[config.mk]
export PLATFORM = sky130hd
export DESIGN_NAME = strict_priority_multi_queue_drain
export DESIGN_NICKNAME = d
export VERILOG_FILES = /design/src/rtl/core/spmqd_pkg.sv /design/src/rtl/core/spmqd_ram.sv /design/src/rtl/core/spmqd_ctrl.sv /design/src/rtl/core/spmqd_dpath.sv /design/src/rtl/core/strict_priority_multi_queue_drain.sv
export SDC_FILE = /design/constraint.sdc
export NUM_CORES = 2
export LEC_CHECK = 0
export ABC_AREA = 1
export ABC_CLOCK_PERIOD_IN_PS = 4460
export BUFFER_PORTS_ARGS = -buffer_cell sky130_fd_sc_hd__buf_2
export CORE_MARGIN = 1.5
export CORE_UTILIZATION = 55
export CTS_CLUSTER_DIAMETER = 80
export DETAILED_ROUTE_END_ITERATION = 12
export MAX_ROUTING_LAYER = met4
export PLACE_DENSITY = 0.74
export SYNTH_ARGS = -nofsm -noshare
export SYNTH_HDL_FRONTEND = slang
export SYNTH_SLANG_ARGS = --single-unit
[constraint.sdc]
create_clock -name clock -period 4.46 [get_ports clock]
set_input_delay 0.223 -clock clock [delete_from_list [all_inputs] [get_ports clock]]
set_output_delay 0.223 -clock clock [all_outputs]
set_load 0.01 [all_outputs]
[src/rtl/core/spmqd_pkg.sv]
`default_nettype none

package spmqd_pkg;

   // Default geometry
   localparam int NUM_QUEUES_DEF  = 8;
   localparam int QUEUE_DEPTH_DEF = 16;
   localparam int MAX_SERVE_DEF   = 32;

   // Fixed field widths
   localparam int QIDX_W  = 3;
   localparam int VALUE_W = 16;
   localparam int COUNT_W = 6;

   typedef enum logic [1:0] {
      KIND_ACCEPT  = 2'd0,
      KIND_REFUSE  = 2'd1,
      KIND_SERVED  = 2'd2,
      KIND_NOTHING = 2'd3
   } kind_type;

   typedef enum logic {
      MODE_ENQUEUE = 1'b0,
      MODE_SERVE   = 1'b1
   } mode_type;

   typedef struct packed {
      logic                 mode;
      logic [QIDX_W-1:0]    queue_index;
      logic [VALUE_W-1:0]   value;
      logic [COUNT_W-1:0]   serve_count;
   } req_type;

   typedef struct packed {
      kind_type             kind;
      logic [QIDX_W-1:0]    served_queue;
      logic [VALUE_W-1:0]   served_value;
      logic                 last;
   } rsp_type;

   // Controller -> datapath
   typedef struct packed {
      logic enq;        // enqueue transfer
      logic srv_start;  // serve transfer with work to do
      logic srv_none;   // serve transfer with nothing to give
      logic deq;        // pop one entry this cycle
   } ctl_cmd_type;

   // Datapath -> controller
   typedef struct packed {
      logic can_serve;  // requested serve has at least one entry
      logic issue_last; // entry popped this cycle ends the serve
   } ctl_sts_type;

   typedef enum logic [1:0] {
      ST_IDLE  = 2'b01,
      ST_SERVE = 2'b10
   } state_type;

endpackage

`default_nettype wire

[src/rtl/core/spmqd_ram.sv]
`default_nettype none

module spmqd_ram #(
   parameter int WIDTH = 16,
   parameter int DEPTH = 128
) (
   input  wire logic                     clock,
   input  wire logic                     wr_en,
   input  wire logic [$clog2(DEPTH)-1:0] wr_addr,
   input  wire logic [WIDTH-1:0]         wr_data,
   input  wire logic                     rd_en,
   input  wire logic [$clog2(DEPTH)-1:0] rd_addr,
   output      logic [WIDTH-1:0]         rd_data
);

   logic [WIDTH-1:0] mem_ff [DEPTH];
   logic [WIDTH-1:0] rd_data_ff;

   always_ff @(posedge clock) begin
      if (wr_en) begin
         mem_ff[wr_addr] <= wr_data;
      end
      if (rd_en) begin
         rd_data_ff <= mem_ff[rd_addr];
      end
   end

   assign rd_data = rd_data_ff;

endmodule

`default_nettype wire

[src/rtl/core/spmqd_ctrl.sv]
`default_nettype none

module spmqd_ctrl (
   input  wire logic                     clock,
   input  wire logic                     reset,
   input  wire logic                     start,
   input  wire logic                     req_mode,
   input  wire spmqd_pkg::ctl_sts_type   sts,
   output      spmqd_pkg::ctl_cmd_type   cmd,
   output      logic                     busy
);

   import spmqd_pkg::*;

   state_type state_ff;
   state_type state_in;
   logic      accept;

   assign accept = start && (state_ff == ST_IDLE);
   assign busy   = (state_ff != ST_IDLE);

   always_comb begin
      state_in      = state_ff;
      cmd           = '0;
      unique case (state_ff)
         ST_IDLE: begin
            if (accept) begin
               if (req_mode == MODE_ENQUEUE) begin
                  cmd.enq = 1'b1;
               end else if (sts.can_serve) begin
                  cmd.srv_start = 1'b1;
                  state_in      = ST_SERVE;
               end else begin
                  cmd.srv_none = 1'b1;
               end
            end
         end
         ST_SERVE: begin
            cmd.deq = 1'b1;
            if (sts.issue_last) begin
               state_in = ST_IDLE;
            end
         end
         default: begin
            state_in = ST_IDLE;
         end
      endcase
   end

   always_ff @(posedge clock) begin
      if (reset) begin
         state_ff <= ST_IDLE;
      end else begin
         state_ff <= state_in;
      end
   end

endmodule

`default_nettype wire

[src/rtl/core/spmqd_dpath.sv]
`default_nettype none

module spmqd_dpath #(
   parameter int NUM_QUEUES  = spmqd_pkg::NUM_QUEUES_DEF,
   parameter int QUEUE_DEPTH = spmqd_pkg::QUEUE_DEPTH_DEF,
   parameter int MAX_SERVE   = spmqd_pkg::MAX_SERVE_DEF
) (
   input  wire logic                     clock,
   input  wire logic                     reset,
   input  wire spmqd_pkg::req_type       req_data,
   input  wire spmqd_pkg::ctl_cmd_type   cmd,
   output      spmqd_pkg::ctl_sts_type   sts,
   output      logic                     rsp_strobe,
   output      spmqd_pkg::rsp_type       rsp_data
);

   import spmqd_pkg::*;

   localparam int QW = (NUM_QUEUES > 1) ? $clog2(NUM_QUEUES) : 1;
   localparam int PW = $clog2(QUEUE_DEPTH);
   localparam int OW = $clog2(QUEUE_DEPTH + 1);
   localparam int AW = $clog2(NUM_QUEUES * QUEUE_DEPTH);
   localparam int CW = $clog2(MAX_SERVE + 1);
   localparam int SW = (CW > COUNT_W) ? CW : COUNT_W;

   logic [PW-1:0] head_ff [NUM_QUEUES];
   logic [OW-1:0] occ_ff  [NUM_QUEUES];
   logic [CW-1:0] cnt_ff;

   logic              out_vld_ff;
   kind_type          out_kind_ff;
   logic [QIDX_W-1:0] out_queue_ff;
   logic              out_last_ff;

   logic [NUM_QUEUES-1:0] nonempty;
   logic [NUM_QUEUES-1:0] nonempty_after;
   logic [QW-1:0]         sel_q;
   logic                  sel_found;
   logic [PW:0]           head_inc;
   logic [PW-1:0]         head_next;

   logic [QW-1:0]         enq_q;
   logic                  enq_in_range;
   logic                  enq_ok;
   logic [PW:0]           tail_sum;
   logic [PW-1:0]         tail;

   logic [SW-1:0]         req_cnt_ext;
   logic [CW-1:0]         sat_cnt;

   logic                  ram_we;
   logic [AW-1:0]         ram_waddr;
   logic                  ram_re;
   logic [AW-1:0]         ram_raddr;
   logic [VALUE_W-1:0]    ram_rdata;

   // Highest-priority nonempty queue
   always_comb begin
      sel_q     = '0;
      sel_found = 1'b0;
      for (int i = NUM_QUEUES - 1; i >= 0; i--) begin
         nonempty[i] = (occ_ff[i] != '0);
         if (nonempty[i]) begin
            sel_q     = QW'(i);
            sel_found = 1'b1;
         end
      end
   end

   always_comb begin
      nonempty_after = nonempty;
      if (occ_ff[sel_q] == OW'(1)) begin
         nonempty_after[sel_q] = 1'b0;
      end
   end

   assign head_inc  = (PW + 1)'(head_ff[sel_q]) + (PW + 1)'(1);
   assign head_next = (head_inc == (PW + 1)'(QUEUE_DEPTH)) ? '0 : head_inc[PW-1:0];

   // Enqueue side
   assign enq_q        = QW'(req_data.queue_index);
   assign enq_in_range = (32'(req_data.queue_index) < NUM_QUEUES);
   assign enq_ok       = enq_in_range && (occ_ff[enq_q] != OW'(QUEUE_DEPTH));
   assign tail_sum     = (PW + 1)'(head_ff[enq_q]) + (PW + 1)'(occ_ff[enq_q]);
   assign tail         = (tail_sum >= (PW + 1)'(QUEUE_DEPTH))
                         ? PW'(tail_sum - (PW + 1)'(QUEUE_DEPTH))
                         : tail_sum[PW-1:0];

   // Serve count saturation
   assign req_cnt_ext = SW'(req_data.serve_count);
   assign sat_cnt     = (req_cnt_ext > SW'(MAX_SERVE)) ? CW'(MAX_SERVE) : CW'(req_cnt_ext);

   assign sts.can_serve  = (sat_cnt != '0) && sel_found;
   assign sts.issue_last = (cnt_ff == CW'(1)) || (nonempty_after == '0);

   assign ram_we    = cmd.enq && enq_ok;
   assign ram_waddr = AW'(enq_q) * AW'(QUEUE_DEPTH) + AW'(tail);
   assign ram_re    = cmd.deq;
   assign ram_raddr = AW'(sel_q) * AW'(QUEUE_DEPTH) + AW'(head_ff[sel_q]);

   spmqd_ram #(
      .WIDTH (VALUE_W),
      .DEPTH (NUM_QUEUES * QUEUE_DEPTH)
   ) u_store (
      .clock   (clock),
      .wr_en   (ram_we),
      .wr_addr (ram_waddr),
      .wr_data (req_data.value),
      .rd_en   (ram_re),
      .rd_addr (ram_raddr),
      .rd_data (ram_rdata)
   );

   always_ff @(posedge clock) begin
      if (reset) begin
         for (int i = 0; i < NUM_QUEUES; i++) begin
            head_ff[i] <= '0;
            occ_ff[i]  <= '0;
         end
         cnt_ff     <= '0;
         out_vld_ff <= 1'b0;
      end else begin
         out_vld_ff <= 1'b0;
         if (cmd.enq) begin
            if (enq_ok) begin
               occ_ff[enq_q] <= occ_ff[enq_q] + OW'(1);
            end
            out_vld_ff <= 1'b1;
         end
         if (cmd.srv_start) begin
            cnt_ff <= sat_cnt;
         end
         if (cmd.srv_none) begin
            out_vld_ff <= 1'b1;
         end
         if (cmd.deq) begin
            head_ff[sel_q] <= head_next;
            occ_ff[sel_q]  <= occ_ff[sel_q] - OW'(1);
            cnt_ff         <= cnt_ff - CW'(1);
            out_vld_ff     <= 1'b1;
         end
      end
   end

   // Result stage payload
   always_ff @(posedge clock) begin
      if (cmd.enq) begin
         out_kind_ff  <= enq_ok ? KIND_ACCEPT : KIND_REFUSE;
         out_queue_ff <= req_data.queue_index;
         out_last_ff  <= 1'b1;
      end else if (cmd.srv_none) begin
         out_kind_ff  <= KIND_NOTHING;
         out_queue_ff <= '0;
         out_last_ff  <= 1'b1;
      end else if (cmd.deq) begin
         out_kind_ff  <= KIND_SERVED;
         out_queue_ff <= QIDX_W'(sel_q);
         out_last_ff  <= sts.issue_last;
      end
   end

   assign rsp_strobe             = out_vld_ff;
   assign rsp_data.kind          = out_kind_ff;
   assign rsp_data.served_queue  = out_queue_ff;
   assign rsp_data.served_value  = (out_kind_ff == KIND_SERVED) ? ram_rdata : '0;
   assign rsp_data.last          = out_last_ff;

endmodule

`default_nettype wire

[src/rtl/core/strict_priority_multi_queue_drain.sv]
// Strict-priority multi-queue drain.
// Request channel: an item transfers on a rising edge with start high and
// busy low. req_data.mode selects enqueue (append value to queue_index) or
// serve (pop up to serve_count entries, lowest queue index first; counts
// above MAX_SERVE saturate).
// Result channel: each result shows on rsp_data for one cycle with
// rsp_strobe high; there is no backpressure, the receiver must take it.
// rsp_data.last marks the final result of an item.
// Latency and throughput: an enqueue, or a serve that finds nothing, gives
// its single result in the cycle after the transfer and busy stays low, so
// one such item per cycle. A serve of n entries holds busy while it runs,
// popping one entry per cycle from the shared queue RAM (one read port), so
// no new item is taken until it ends. The transfer sets the state register to
// serve, the pops follow, and each result shows in the cycle after its pop.
// Reset clears all head pointers and occupancies; queue RAM contents are
// not cleared and need no clearing pass, since only occupied slots are read.
`default_nettype none

module strict_priority_multi_queue_drain #(
   parameter int NUM_QUEUES  = spmqd_pkg::NUM_QUEUES_DEF,
   parameter int QUEUE_DEPTH = spmqd_pkg::QUEUE_DEPTH_DEF,
   parameter int MAX_SERVE   = spmqd_pkg::MAX_SERVE_DEF
) (
   input  wire logic                 clock,
   input  wire logic                 reset,
   input  wire logic                 start,
   output      logic                 busy,
   input  wire spmqd_pkg::req_type   req_data,
   output      logic                 rsp_strobe,
   output      spmqd_pkg::rsp_type   rsp_data
);

   import spmqd_pkg::*;

   // Command/status between sequencer and datapath
   ctl_cmd_type cmd;
   ctl_sts_type sts;

   // Sequencer: idle accepts, serve state pops one entry per cycle
   spmqd_ctrl u_ctrl (
      .clock    (clock),
      .reset    (reset),
      .start    (start),
      .req_mode (req_data.mode),
      .sts      (sts),
      .cmd      (cmd),
      .busy     (busy)
   );

   // Datapath: queue pointers, occupancies, entry RAM, result register
   spmqd_dpath #(
      .NUM_QUEUES  (NUM_QUEUES),
      .QUEUE_DEPTH (QUEUE_DEPTH),
      .MAX_SERVE   (MAX_SERVE)
   ) u_dpath (
      .clock      (clock),
      .reset      (reset),
      .req_data   (req_data),
      .cmd        (cmd),
      .sts        (sts),
      .rsp_strobe (rsp_strobe),
      .rsp_data   (rsp_data)
   );

endmodule

`default_nettype wire

* Word level (Yosys, flattened, before mapping)
Memory sizes are Yosys's and may differ from the RTL's. A register that Yosys moved wholly into a read port is not among the register bits. Cells that the tools add are included.
Storage, ports and cells: input bits 29, output and inout bits 24, word-level logic and storage cells 124, bits in writable memories 2120, memories 3, register bits 15
Memory list:
- u_dpath.u_store.mem_ff | words 128, width 16, rd ports 1, clocked after memory_dff 1, wr ports 1, RTL line spmqd_ram.sv:16 | logic [WIDTH-1:0] mem_ff [DEPTH];
- u_dpath.occ_ff | words 8, width 5, rd ports 10, clocked after memory_dff 0, wr ports 8, RTL line spmqd_dpath.sv:27 | logic [OW-1:0] occ_ff [NUM_QUEUES];
- u_dpath.head_ff | words 8, width 4, rd ports 2, clocked after memory_dff 0, wr ports 8, RTL line spmqd_dpath.sv:26 | logic [PW-1:0] head_ff [NUM_QUEUES];
Operators by class: bitwise gates (word level) 2, $lt $le $gt $ge 4, reduce and logical (&&, ||, !) cells 22, mux-type cells 67, $add $sub $neg 8, equality and inequality tests 12
Operators by type and width (count):
- $mux 3 | 16
- $reduce_bool 5->1 | 8
- $mux 1 | 31
- $mux 6 | 3
- $mux 16 | 1
- $mux 2 | 8
- $add 7x4->7 | 2
- $mux 4 | 3
- $mux 5 | 2
- $reduce_or 5->1 | 2
- $and 8x8->8 | 1
- $logic_not 8->1 | 1
- $mux 8 | 1
- $not 8->8 | 1
- $eq 6x1->1 const B | 1
- $gt 6x6->1 const B | 1
- $ne 2x2->1 const B | 3
- $reduce_bool 6->1 | 1
- $sub 6x1->6 const B | 1
- $add 4x1->5 const B | 1
- $add 4x5->5 | 1
- $add 5x1->5 const B | 1
- $eq 5x1->1 const B | 1
- $eq 5x5->1 const B | 1
- other kinds (18) | 23

* Logic depth before layout (Yosys ltp)
An unclocked memory read counts as a cell.
word-level depth 21, gate-level depth with buffers 28, mapped depth without buffers 27

* Hierarchy
Synthesis repeated with hierarchy kept, for this count alone.
Second synthesis, totals: cell total of the unflattened synthesis 7470, area total of the unflattened synthesis 88478.6 sq um
Modules (own cells, without submodules):
- spmqd_ram | area each 82988.3 sq um, seq. area each 61979.4 sq um, instances 1, cells each 6793
- spmqd_dpath | area each 5361.4 sq um, seq. area each 2472.4 sq um, instances 1, cells each 656
- spmqd_ctrl | area each 128.9 sq um, seq. area each 40.0 sq um, instances 1, cells each 21

* Least setup slack after synthesis
No wires, ideal clock.
path kind input to register, from input port req_data[22] (netlist bit), to memory u_dpath.u_store.mem_ff[64][0] (enable), cell stages on the path 21, path buffers 4, arrival 3.978 ns, setup time 0.388 ns, slack 0.094 ns, required time 4.072 ns, cells stage by stage clkbuf_1 > inv_1 > clkbuf_1 > clkbuf_1 > buf_1 > a21oi_1 > o21ai_0 > o21ai_0 > nor2_1 > inv_1 > ha_1 > nand2_1 > o21ai_0 > xnor2_1 > inv_1 > or2_2 > nand2_1 > inv_1 > nor2_1 > nand2_1 > nor2_1
On the way: word-level cells in the longest chain between the ends 5, elaborated cells between the ends (all ways) 11, classes of those cells add/sub: 3; order compare: 1; eq/ne: 1; mux: 3; reduce/logical: 1; memory: 2
Ends and longest elaborated chain:
- start, declared | RTL line strict_priority_multi_queue_drain.sv:28 | input wire spmqd_pkg::req_type req_data,
- $mem_v2 8x4 or $mem_v2 8x5 (tied branches)
- $add 4x5->5 or $ne 5x5->1 (tied branches) | RTL line spmqd_dpath.sv:84, spmqd_dpath.sv:83
- $sub 4x1->4, or another cell as far along | RTL line spmqd_dpath.sv:86 | ? PW'(tail_sum - (PW + 1)'(QUEUE_DEPTH))
- $mux 4 or $mux 1 (tied branches) | RTL line spmqd_dpath.sv:86, spmqd_ram.sv:20
- $add 7x4->7 or $mux 1 (tied branches) | RTL line spmqd_dpath.sv:97, spmqd_ram.sv:21
- end, declared | RTL line spmqd_ram.sv:16
Parallel ways exist; a longest one is shown, timed or not.

==> key figures <==
Layout
  • Area grow syn2layout: 13.3%
  • Layout Utilization: 62.8%
  • # nets final: 9,129
  • Fraction of layout instances using a drive strength above 1: 9.42%

Global route
  • Initial antenna violation count: 6
  • Number of global-route vias before repair: 66.5k
  • Grt ovf: 0
  • First-pass GRT wire length: 417 mm
  • Largest net degree at the start of global routing: 121
  • Overall Global Routing Usage: 32.1%

Yosys
  • Seq/Total Area, Yosys: 66.7%
  • Gate Count Post-Synth: 8,906
  • Syn avg cell area: 10.8 um^2
  • Top FF cell, synth: edfxtp_1
  • Syn. warnings: 0
  • Seq cells post-synth: 2,151
  • Synth area leader: edfxtp_1
  • Most common cell in the netlist: edfxtp_1
  • Top cell type's share of synthesized area: 66.5%
  • Net count after synthesis: 8,946
  • Commonest cells post-synth: edfxtp_1, nand3_1, nand2_1
  • Synth unique cells: 41
  • Synth top area cells: edfxtp_1, nand3_1, nand3b_1
  • Post-synth EDFFs: 2,141
  • Async set or reset register ratio after synthesis: 0%
  • Cell area after synthesis: 0.0966 mm^2

Floorplan
  • Starting Density: 55.5%
  • Die W: 422 um
  • Io pins: 53
  • Area of the die: 0.178 mm^2
  • Core Area: 0.174 mm^2
  • Die height: 422 um
  • Core Rows: 153

Worst setup path
  • Required @ worst endpoint: 5.04 ns
  • CP Class: flop to flop
  • Crit start category: flop
  • Critical path peak fanout: 33
  • WP data arrival: 4.90 ns
  • CP endpoint kind: flop

Drt
  • Met2 WL: 132 mm
  • Vias per inst: 5.98
  • Post-route DRC: 0
  • WL/cell: 24.5 um
  • Vias: 69.4k
  • DRT iter0 DRCs: 9,691
  • Top Metal Used: met4
  • Total routed wirelength: 284 mm
  • Met3 WL: 30.5 mm
  • First-pass DRT Iterations: 8
  • WL met1: 106 mm
  • Routed Antenna Nets: 0

Timing
  • Max-slew headroom: 26.0%
  • Setup TNS: 0 ns
  • F_max: 0.231 GHz
  • Final hold violations: 0
  • Actual slew at the worst max-slew pin: 1.11 ns
  • Period utilization: 96.9%
  • Final Skew: 0.0430 ns
  • Minimum clock period: 4.32 ns
  • Pins Over Slew Limit: 0
  • Final setup margin: 0.140 ns
  • Final count of negative-setup-slack endpoints: 0

Clock network
  • Root Buffer Master: clkbuf_16
  • Total CTS buffers: 212
  • Clk pin slew, worst setup/hold paths: 0.06 ns
  • Clk_lat worst skew: 0.88 ns
  • CTS Buffer Depth: 3
  • Clk sinks: 2,151
  • H-Tree Depth: 4
  • CTS tree: built

Worst hold path
  • Worst min-delay path class: input port to flop

Power
  • VDD IR max: 0.424 mV
  • Pwr dens: 400 mW/mm^2
  • Pleak: 43.4 nW

Placement
  • HPWL Detailed: 171 mm
  • Port bufs: 52
  • Final GP Congestion: 0.962
  • Pre-CTS setup slack: -0.162 ns

Outcome
  • Status: finished, final reports clean

Flow run
  • Max Cap Viol: 0
layer usage:
layer  up-vias  GRT usage [%]
li1      30643              -
met1     33649           41.8
met2      4345           48.9
met3       745           5.18
met4         0           16.4
met5         -              -
worst paths after layout:
kind	from	end	slack (ns)	depth (start not counted)
min	req_data[9]	u_dpath.u_store.mem_ff[105][3]	0.009	1
max reg2reg	u_dpath.occ_ff[0][0]	u_dpath.u_store.rd_data[1]	0.14	23
min reg2reg	u_dpath.out_last_ff	u_dpath.out_last_ff	0.47	1
max	u_dpath.occ_ff[0][0]	u_dpath.u_store.rd_data[1]	0.14	23
sequential cells by signal, indices dropped and copies added, names as in the netlist:
register	cells
u_dpath.cnt_ff	6
u_dpath.occ_ff	40
u_dpath.out_kind_ff	2
u_dpath.head_ff	32
u_dpath.rsp_strobe	1
u_dpath.u_store.mem_ff	2048
u_dpath.out_queue_ff	3
u_ctrl.state_ff	2
u_dpath.out_last_ff	1
u_dpath.u_store.rd_data	16
cells in the final DEF (no fill, tap or decap), types with 6 or more instances in the layout:
cell type and n:
clkinv_2 37, dfxtp_1 10, nand2_2 12, clkinv_1 63
nor2_1 297, inv_2 13, buf_4 337, nor2_4 10
inv_1 1291, clkbuf_16 219, buf_16 9, clkbuf_1 38
nand2_1 1657, nand3_1 1855, buf_2 36, o21ai_0 35
o2111ai_1 6, o211ai_1 20, bufinv_16 16, buf_12 122
nand3b_1 866, edfxtp_1 2141, ha_1 10, nor2_2 15
clkinvlp_4 12, nand4_1 14, a21oi_1 25, xor2_1 7
dlygate4sd3_1 21, o22ai_1 11
kinds of logic after synthesis:
| group | count (synthesis) | share of synthesized area (%) |
|---|---|---|
| simple gates | 4748 | 24.4 |
| flops | 2151 | 66.7 |
| buf+inv | 1874 | 7.91 |
| compound gates | 110 | 0.680 |
| xor+xnor | 11 | 0.0997 |
| fa+ha+maj | 11 | 0.150 |
| mux | 1 | 0.0104 |
cell type report:
cell class | instances | area [um^2]
Antenna cell | 3 | 7.51
Timing Repair Buffer | 532 | 5770
Inverter | 1311 | 4940
Fill cell | 13107 | 64700
Sequential cell | 2151 | 64500
Tap cell | 2325 | 2910
Multi-Input combinational cell | 4881 | 24600
Clock inverter | 139 | 1250
Clock buffer | 254 | 5510
metrics by stage:
| step | hold WS (ns) | area [um^2] | std cells | total power [mW] |
|---|---|---|---|---|
| detailed placement | 0.460 | 102000 | 11168 | 26.6 |
| global placement | 0.447 | 102000 | 11168 | 26.5 |
| global route | 0.0279 | 109000 | 11594 | 44.9 |
| CTS | 0.00855 | 109000 | 11582 | 43.8 |
| finish | 0.00926 | 109000 | 11596 | 43.8 |
| floorplan | 0.292 | 96600 | 8906 | 24.8 |
power by group:
group / switching (mW) / internal (mW)
Combinational: 2.84 / 1.11
Sequential: 0.0349 / 22.3
Clock: 7.74 / 9.76
Total: 10.6 / 33.2
repair_timing:
item | CTS | global route
buffers inserted | 0 | 5
resized for setup | 3 | 34
pin swaps | 0 | 1
endpoints found under the hold margin | 212 | 0
cloned | 0 | 6
endpoints found under the setup margin | 5 | 15
hold buffers | 21 | 0
worst max-delay path, stage by stage, from the launching register on:
cell	delay, ns
edfxtp_1	0.44
or2_1	0.23
nor2_1	0.08
nand2_1	0.11
nor2_2	0.14
nand2_2	0.15
nor2_4	0.28
nand4_1	0.13
nand2_1	0.12
nor2_4	0.05
buf_12	0.13
nand2_8	0.22
buf_12	0.28
buf_12	0.23
buf_4	0.18
nand2_1	0.06
nand3_1	0.07
nand3_1	0.11
nand3_1	0.15
nand2_1	0.18
nand2_1	0.12
nand2_1	0.10
nor2_2	0.31
nand2_1	0.08
Power figures use the tool's default switching activity.
